**config.mk**
```make
export PLATFORM = sky130hd
export DESIGN_NAME = ordered_dither_1bpp_packer_top
export DESIGN_NICKNAME = d
export VERILOG_FILES = /design/src/hw/rtl/odp_pkg.sv /design/src/hw/rtl/odp_table.sv /design/src/hw/rtl/ordered_dither_1bpp_packer_top.sv
export VERILOG_INCLUDE_DIRS = /design/src /design/src/hw/rtl
export SDC_FILE = /design/constraint.sdc
export NUM_CORES = 2
export LEC_CHECK = 0
export CORE_MARGIN = 4
export CORE_UTILIZATION = 30
export DETAILED_ROUTE_END_ITERATION = 8
export DONT_BUFFER_PORTS = 1
export REMOVE_ABC_BUFFERS = 1
export SLEW_MARGIN = 20
export SYNTH_ARGS = -nofsm -noshare
export SYNTH_HDL_FRONTEND = slang
export SYNTH_SLANG_ARGS = --single-unit
```
**constraint.sdc**
```tcl
create_clock -name clock -period 10.9 [get_ports clock]
set_input_delay 2.18 -clock clock [delete_from_list [all_inputs] [get_ports clock]]
set_output_delay 2.18 -clock clock [all_outputs]
set_load 0.005 [all_outputs]
```
**src/hw/rtl/ordered_dither_1bpp_packer_top_defines.svh**
```systemverilog
// ----------------------------------------------------------------------------
// Assertion macros for the ordered dither packer
// Shared assertion forms, clocked on clock and disabled in reset.
// ----------------------------------------------------------------------------
`ifndef ORDERED_DITHER_1BPP_PACKER_TOP_DEFINES_SVH
`define ORDERED_DITHER_1BPP_PACKER_TOP_DEFINES_SVH

`ifndef NO_ASSERTIONS
// same-cycle implication
`define ODP_ASSERT_NOW(label, ante, cons, msg) \
   label: assert property (@(posedge clock) disable iff (reset) (ante) |-> (cons)) \
      else $error(msg);
// next-cycle implication
`define ODP_ASSERT_NEXT(label, ante, cons, msg) \
   label: assert property (@(posedge clock) disable iff (reset) (ante) |=> (cons)) \
      else $error(msg);
`else
`define ODP_ASSERT_NOW(label, ante, cons, msg)
`define ODP_ASSERT_NEXT(label, ante, cons, msg)
`endif

`endif

```
**src/hw/rtl/odp_pkg.sv**
```systemverilog
// ----------------------------------------------------------------------------
// odp_pkg
// Types and constants of the ordered dither 1bpp packer.
// ----------------------------------------------------------------------------
package odp_pkg;

   localparam int DITHER_MAX_SIDE  = 16;
   // largest tile log2 whose side still fits DITHER_MAX_SIDE
   localparam int MAX_SIDE_LOG2    = $clog2(DITHER_MAX_SIDE + 1) - 1;
   localparam int LOG2_W           = 3;

   localparam int PIXELS_PER_GROUP = 8;
   localparam int PIXEL_W          = 8;
   localparam int TABLE_DEPTH      = 256;
   localparam int TABLE_AW         = $clog2(TABLE_DEPTH);
   localparam int NUM_BANKS        = PIXELS_PER_GROUP;
   localparam int BANK_SEL_W       = $clog2(NUM_BANKS);
   localparam int BANK_DEPTH       = TABLE_DEPTH / NUM_BANKS;
   localparam int BANK_AW          = $clog2(BANK_DEPTH);

   localparam logic [PIXEL_W-1:0] FIXED_THRESHOLD = 8'd128;

   typedef enum logic {
      CMD_TABLE_WRITE = 1'b0,
      CMD_CONVERT     = 1'b1
   } cmd_type;

   typedef enum logic [1:0] {
      CSR_INVERT_OUTPUT      = 2'd0,
      CSR_DITHER_ENABLE      = 2'd1,
      CSR_DITHER_WIDTH_LOG2  = 2'd2,
      CSR_DITHER_HEIGHT_LOG2 = 2'd3
   } csr_index_type;

   typedef struct packed {
      cmd_type     cmd;
      logic [31:0] pixels_left;
      logic [31:0] pixels_right;
      logic [5:0]  byte_column;
      logic [7:0]  pixel_row;
      logic [7:0]  table_slot;
      logic [7:0]  table_level;
   } odp_req_type;

   typedef struct packed {
      logic [7:0] packed_byte;
      logic [5:0] out_column;
      logic [7:0] out_row;
   } odp_rsp_type;

   // table write port
   typedef struct packed {
      logic                en;
      logic [TABLE_AW-1:0] slot;
      logic [PIXEL_W-1:0]  level;
   } tbl_wr_type;

   // table read port: one row address shared by all banks
   typedef struct packed {
      logic               en;
      logic [BANK_AW-1:0] addr;
   } tbl_rd_type;

endpackage

```
**src/hw/rtl/odp_table.sv**
```systemverilog
// ----------------------------------------------------------------------------
// odp_table
// Dither table split into one bank per pixel of a group, registered reads.
// ----------------------------------------------------------------------------
module odp_table
   import odp_pkg::*;
(
   input  logic                                    clock,
   input  tbl_wr_type                              wr,
   input  tbl_rd_type                              rd,
   output logic [NUM_BANKS-1:0][PIXEL_W-1:0]       rd_data
);

   for (genvar b = 0; b < NUM_BANKS; b++) begin : g_bank
      logic [PIXEL_W-1:0] mem_ff [BANK_DEPTH];
      logic [PIXEL_W-1:0] rd_data_ff;

      always_ff @(posedge clock) begin
         if (wr.en && (wr.slot[BANK_SEL_W-1:0] == BANK_SEL_W'(b))) begin
            mem_ff[wr.slot[TABLE_AW-1:BANK_SEL_W]] <= wr.level;
         end
         if (rd.en) begin
            rd_data_ff <= mem_ff[rd.addr];
         end
      end

      assign rd_data[b] = rd_data_ff;
   end

endmodule

```
**src/hw/rtl/ordered_dither_1bpp_packer_top.sv**
```systemverilog
// ----------------------------------------------------------------------------
// ordered_dither_1bpp_packer_top
// Packs eight gray pixels into one 1-bit display byte, ordered dither or
// fixed threshold, with a loadable 256-entry dither table.
// ----------------------------------------------------------------------------
// The block takes one item per clock while req_stall is low; a convert result
// passes the table read register (loaded with stage 1) and then the result
// register; a table-write item produces no result. The rate is set by
// the dither table, which is split into eight 32-entry banks by the low three
// index bits: the eight entries one group needs always share one bank row, so
// every bank is read once per item. A table write lands in the table at the
// edge it is accepted, so a convert in the very next cycle already sees it.
// Reads of table entries never written since reset return undefined data.
// req_stall rises only while the result register is full and rsp_stall holds
// it. Configuration (csr_*) is always ready and must only change while idle.
`include "ordered_dither_1bpp_packer_top_defines.svh"

module ordered_dither_1bpp_packer_top
   import odp_pkg::*;
(
   input  logic          clock,
   input  logic          reset,

   input  logic          req_valid,
   output logic          req_stall,
   input  odp_req_type   req_item,

   output logic          rsp_valid,
   input  logic          rsp_stall,
   output odp_rsp_type   rsp_item,

   input  logic          csr_valid,
   output logic          csr_ready,
   input  csr_index_type csr_index,
   input  logic [2:0]    csr_wdata
);

   // ---------------------------------------------------------------- config
   logic              invert_ff, invert_in;
   logic              dither_en_ff, dither_en_in;
   logic [LOG2_W-1:0] width_log2_ff, width_log2_in;
   logic [LOG2_W-1:0] height_log2_ff, height_log2_in;

   assign csr_ready = 1'b1;

   always_comb begin
      invert_in      = invert_ff;
      dither_en_in   = dither_en_ff;
      width_log2_in  = width_log2_ff;
      height_log2_in = height_log2_ff;
      if (csr_valid) begin
         unique case (csr_index)
            CSR_INVERT_OUTPUT:      invert_in      = csr_wdata[0];
            CSR_DITHER_ENABLE:      dither_en_in   = csr_wdata[0];
            CSR_DITHER_WIDTH_LOG2:  width_log2_in  = csr_wdata;
            CSR_DITHER_HEIGHT_LOG2: height_log2_in = csr_wdata;
         endcase
      end
   end

   always_ff @(posedge clock) begin
      if (reset) begin
         invert_ff      <= 1'b0;
         dither_en_ff   <= 1'b0;
         width_log2_ff  <= 3'd2;
         height_log2_ff <= 3'd2;
      end else begin
         invert_ff      <= invert_in;
         dither_en_ff   <= dither_en_in;
         width_log2_ff  <= width_log2_in;
         height_log2_ff <= height_log2_in;
      end
   end

   // ---------------------------------------------------------- flow control
   logic s1_valid_ff, s1_valid_in;
   logic rsp_valid_ff, rsp_valid_in;
   logic out_free;   // result register can take a new item
   logic s1_load;    // stage 1 takes whatever the input presents
   logic req_accept;

   assign out_free   = !rsp_valid_ff || !rsp_stall;
   assign s1_load    = !s1_valid_ff || out_free;
   assign req_stall  = !s1_load;
   assign req_accept = req_valid && s1_load;

   // ------------------------------------------------------ table addressing
   // Tile log2 is clamped to what the table side allows; x of pixel i is
   // column*8+i, so the low three bits of x are just i.
   logic [LOG2_W-1:0]                       lw, lh;
   logic [7:0]                              mask_x, mask_y, row_part;
   logic [PIXELS_PER_GROUP-1:0][TABLE_AW-1:0] idx;

   always_comb begin
      lw       = (width_log2_ff  > LOG2_W'(MAX_SIDE_LOG2)) ? LOG2_W'(MAX_SIDE_LOG2)
                                                           : width_log2_ff;
      lh       = (height_log2_ff > LOG2_W'(MAX_SIDE_LOG2)) ? LOG2_W'(MAX_SIDE_LOG2)
                                                           : height_log2_ff;
      mask_x   = 8'((16'd1 << lw) - 16'd1);
      mask_y   = 8'((16'd1 << lh) - 16'd1);
      row_part = 8'({8'h00, req_item.pixel_row & mask_y} << lw);
      for (int i = 0; i < PIXELS_PER_GROUP; i++) begin
         idx[i] = TABLE_AW'(row_part + ({req_item.byte_column[4:0], 3'(i)} & mask_x));
      end
   end

   // All eight entries of a group sit in one bank row, so pixel 0 gives the row.
   tbl_wr_type tbl_wr;
   tbl_rd_type tbl_rd;
   logic [NUM_BANKS-1:0][PIXEL_W-1:0] tbl_data;

   assign tbl_wr.en    = req_accept && (req_item.cmd == CMD_TABLE_WRITE);
   assign tbl_wr.slot  = req_item.table_slot;
   assign tbl_wr.level = req_item.table_level;
   assign tbl_rd.en    = s1_load;
   assign tbl_rd.addr  = idx[0][TABLE_AW-1:BANK_SEL_W];

   odp_table u_table (
      .clock   (clock),
      .wr      (tbl_wr),
      .rd      (tbl_rd),
      .rd_data (tbl_data)
   );

   // --------------------------------------------------------------- stage 1
   logic [PIXELS_PER_GROUP-1:0][PIXEL_W-1:0]    s1_pix_ff;
   logic [PIXELS_PER_GROUP-1:0][BANK_SEL_W-1:0] s1_sel_ff;
   logic [5:0]                                  s1_column_ff;
   logic [7:0]                                  s1_row_ff;

   assign s1_valid_in = s1_load ? (req_accept && (req_item.cmd == CMD_CONVERT))
                                : s1_valid_ff;

   always_ff @(posedge clock) begin
      if (reset) begin
         s1_valid_ff <= 1'b0;
      end else begin
         s1_valid_ff <= s1_valid_in;
      end
   end

   always_ff @(posedge clock) begin
      if (s1_load) begin
         // low byte of pixels_left is the leftmost pixel
         s1_pix_ff    <= {req_item.pixels_right, req_item.pixels_left};
         s1_column_ff <= req_item.byte_column;
         s1_row_ff    <= req_item.pixel_row;
         for (int i = 0; i < PIXELS_PER_GROUP; i++) begin
            s1_sel_ff[i] <= idx[i][BANK_SEL_W-1:0];
         end
      end
   end

   // ------------------------------------------------------- compare and pack
   odp_rsp_type rsp_item_ff, rsp_item_in;
   logic        bit_val;

   always_comb begin
      bit_val     = 1'b0;
      rsp_item_in = '0;
      for (int i = 0; i < PIXELS_PER_GROUP; i++) begin
         if (dither_en_ff) begin
            bit_val = s1_pix_ff[i] >= tbl_data[s1_sel_ff[i]];
         end else begin
            bit_val = s1_pix_ff[i] > FIXED_THRESHOLD;
         end
         rsp_item_in.packed_byte[PIXELS_PER_GROUP-1-i] = bit_val ^ invert_ff;
      end
      rsp_item_in.out_column = s1_column_ff;
      rsp_item_in.out_row    = s1_row_ff;
   end

   assign rsp_valid_in = out_free ? s1_valid_ff : rsp_valid_ff;

   always_ff @(posedge clock) begin
      if (reset) begin
         rsp_valid_ff <= 1'b0;
      end else begin
         rsp_valid_ff <= rsp_valid_in;
      end
   end

   always_ff @(posedge clock) begin
      if (out_free) begin
         rsp_item_ff <= rsp_item_in;
      end
   end

   assign rsp_valid = rsp_valid_ff;
   assign rsp_item  = rsp_item_ff;

   // ------------------------------------------------------------ assertions
   `ODP_ASSERT_NOW(a_stall_only_when_full, req_stall, rsp_valid && rsp_stall,
                   "input stalled without a held result")
   `ODP_ASSERT_NEXT(a_s1_tracks_cmd, !reset && req_accept,
                    s1_valid_ff == $past(req_item.cmd == CMD_CONVERT),
                    "stage 1 valid does not follow accepted command")
   `ODP_ASSERT_NEXT(a_s1_moves_out, !reset && s1_valid_ff && out_free, rsp_valid,
                    "stage 1 item lost on the way to the result register")

endmodule

```
==> results.json <==
{
  "ctsLongestPathBuffers": 3,
  "cp_common_cell": "buf_4",
  "die-width_um": 555,
  "critPathSlowestCell": "fa_4",
  "hold_class": "reg2reg",
  "critPathBufInv": 3,
  "whs_path_depth": 0,
  "timing.hold.ws_ns": 0.412,
  "slew_headroom_pct": 18.3,
  "seqCellArea_um2": 67000,
  "synth.largest_area_cell": "edfxtp_1",
  "path_class": "in2reg",
  "drv_cap": 0,
  "wl_um": 224000,
  "place.gp.congestion": 0.789,
  "wl_per_cell_um": 27.0,
  "fmax_mhz": 158,
  "cp-start-kind": "primary input",
  "synthFlopType": "edfxtp_1",
  "placedCellCount": 7914,
  "outcome": "finished clean",
  "p_per_area_nw_per_um2": 190,
  "layout.cells.non_filler": 8328,
  "finalSetupViolations": 0,
  "multi_input_area_um2": 21300,
  "globalRouteOverflowTotal": 0,
  "hold_violations": 0,
  "numClockSinks": 2236,
  "ys_ff_latch": 2236,
  "first_iter_violations": 4530,
  "ff2ff_path_depth": 13,
  "holdBufCountCts": 0,
  "critPathArrivalTime_ns": 6.87,
  "ir_worst_vdd_mv": 0.164,
  "fp.coreArea_um2": 297000,
  "drc": 0,
  "grt_usage_pct": 14.3,
  "critPathTopFamily": "buffers and inverters",
  "drive_gt1_share_pct": 26.1,
  "cp_slowest_stage_delay_ns": 1.21,
  "m1WireLength_um": 93600,
  "io_pins": 130,
  "vias_per_cell": 5.07,
  "synth.distinct_cells": 54,
  "post_cts_buffers": 0,
  "dr.pass1.iters": 5,
  "worst_pin_slew_ns": 1.22,
  "grt_setup_unrepaired": "no",
  "synth_area_leaders": "edfxtp_1 75%, mux4_2 14%, mux2i_1 2.3%",
  "synth_cells": 4123,
  "synthToLayoutAreaGrowth_pct": 12.7,
  "final_cell_mix": "2226 x edfxtp_1, 576 x mux4_2, 270 x nor2_1",
  "syn_area_per_cell_um2": 21.8,
  "synthesis.area_um2": 89700,
  "root_buffer": "clkbuf_16",
  "clock_skew_ns": 0.0624,
  "finalPower_uw": 19200,
  "dr_wl_met2_um": 109000,
  "num_rows": 200,
  "htreeDepth": 4,
  "finalMaxSlewViolations": 0,
  "final_common_cell": "edfxtp_1",
  "cts_tree": "built",
  "clk_pin_slew_ns": 0.06,
  "fillers": 27502,
  "critPathCaptureType": "flip-flop",
  "post_cts_resized": 0,
  "path_max_fanout": 70,
  "ys_warn_count": 0,
  "path_cells": "nand2_1 -> o21ai_0 -> nor2_1 -> a211oi_1 -> ha_4 -> inv_1 -> fa_4 -> buf_4 -> buf_4 -> mux4_2 -> mux2i_1 -> a221oi_2",
  "synth_edf_count": 2226,
  "initial_core_util_pct": 30.2,
  "p_leak_uw": 0.0310,
  "cp.depth": 12,
  "ant_nets": 0,
  "grt_pass1_wl_um": 321000,
  "fin_crit_sh_pct": 58.0,
  "ys_seq_area_share_pct": 74.7,
  "antenna_found_initial": 21,
  "clock_latency_ns": 0.87,
  "grt_max_degree": 257,
  "die-height_um": 555,
  "async_reset_ff_share_pct": 0,
  "cp.required_ns": 11.45,
  "grt_pass1_vias": 42898,
  "vias": 42210,
  "top_layer": "met4",
  "port_buffers": 0,
  "fin_nets": 4376,
  "min_period_ns": 6.32,
  "met3RoutedLength_um": 16000,
  "die_area_um2": 308000,
  "dpl.hpwl_um": 135000,
  "cts_buffers": 220,
  "synth_top_cell_area_share_pct": 74.5
}
## cell type report
cell class,instances,area share [%]
timing repair buffer,78,0.723
multi-input combinational,1645,21.1
sequential,2236,66.3
clock inverter,126,1.23
clock buffer,278,5.70
inverter,17,0.0631
antenna,9,0.0223
tap,3939,4.87
## worst paths after layout
path	start	endpoint	slack [ns]
worst max-delay path	req_item[18]	u_table.g_bank[4].rd_data_ff[1]$_DFFE_PN_	4.58
worst min-delay path	s1_column_ff[5]$_DFFE_PN_	rsp_item[13]$_DFFE_PP_	0.41
worst max register to register	width_log2_ff[2]$_SDFFE_PP0P_	u_table.g_bank[4].rd_data_ff[1]$_DFFE_PN_	5.18
worst min register to register	s1_column_ff[5]$_DFFE_PN_	rsp_item[13]$_DFFE_PP_	0.41
## per-stage QoR
step | setup WS (ns) | setup TNS [ns] | util [%] | area [um2]
6_report | 4.58 | 0 | 34.0 | 101000
5_1_grt | 4.44 | 0 | 34.0 | 101000
4_1_cts | 4.60 | 0 | 34.0 | 101000
3_5_place_dp | 3.70 | 0 | 31.6 | 94000
3_3_place_gp | 3.72 | 0 | 31.6 | 94000
2_1_floorplan | -12.62 | -805.62 | - | 88300
## cells by family (layout without fill, tap and decap cells)
logic type	after synthesis	count (layout)	share of synthesized area, %
and+or+nand+nor	416	416	2.00
muxes	919	919	18.5
buffers and inverters	245	499	1.60
other	2	14	0.00837
adders and majority gates	73	73	1.04
xor gates and xnor gates	9	9	0.0963
AOI/OAI and AO/OA	223	223	2.03
DFF	2236	2236	74.7
## per-layer routing
layer	GRT usage, %	up-vias
met5	0	-
met4	3.56	0
met3	2.80	314
met2	23.4	1608
met1	19.6	22758
li1	-	17530
## cell usage after synthesis (4+ instances only)
library cell  count
nand2b_1         30
mux2_2          136
nor2_1          273
a21o_1           19
buf_1            15
o22ai_1          65
a211oi_1         17
dfxtp_1          10
a31oi_1           8
buf_6            41
nand3_1          17
nor3b_1           4
or4_1             8
nor2b_1           5
xnor2_1           7
buf_4            29
o41ai_1           8
a221oi_2         37
clkbuf_1         63
buf_2            80
a21oi_1          22
inv_1            16
a221oi_1         27
nand2_1          53
o21ai_0          12
mux2i_1         207
edfxtp_1       2226
mux4_2          576
ha_1             71
nand4_1          10
## power by group
| part | total, uW | internal (uW) | switching (uW) |
|---|---|---|---|
| clock | 7370 | 4080 | 3290 |
| sequential | 9840 | 9590 | 245 |
| combinational | 1980 | 987 | 998 |
| total | 19200 | 14700 | 4530 |
## sequential cells by signal, summed over array words and instances, names as in the netlist
register / count
rsp_item: 22
s1_valid_ff: 1
rsp_valid: 1
s1_pix_ff: 64
dither_en_ff: 1
s1_column_ff: 6
height_log2_ff: 3
s1_row_ff: 8
u_table.g_bank.mem_ff: 2048
u_table.g_bank.rd_data_ff: 64
invert_ff: 1
s1_sel_ff: 14
width_log2_ff: 3
Power figures use the tool's default switching activity.
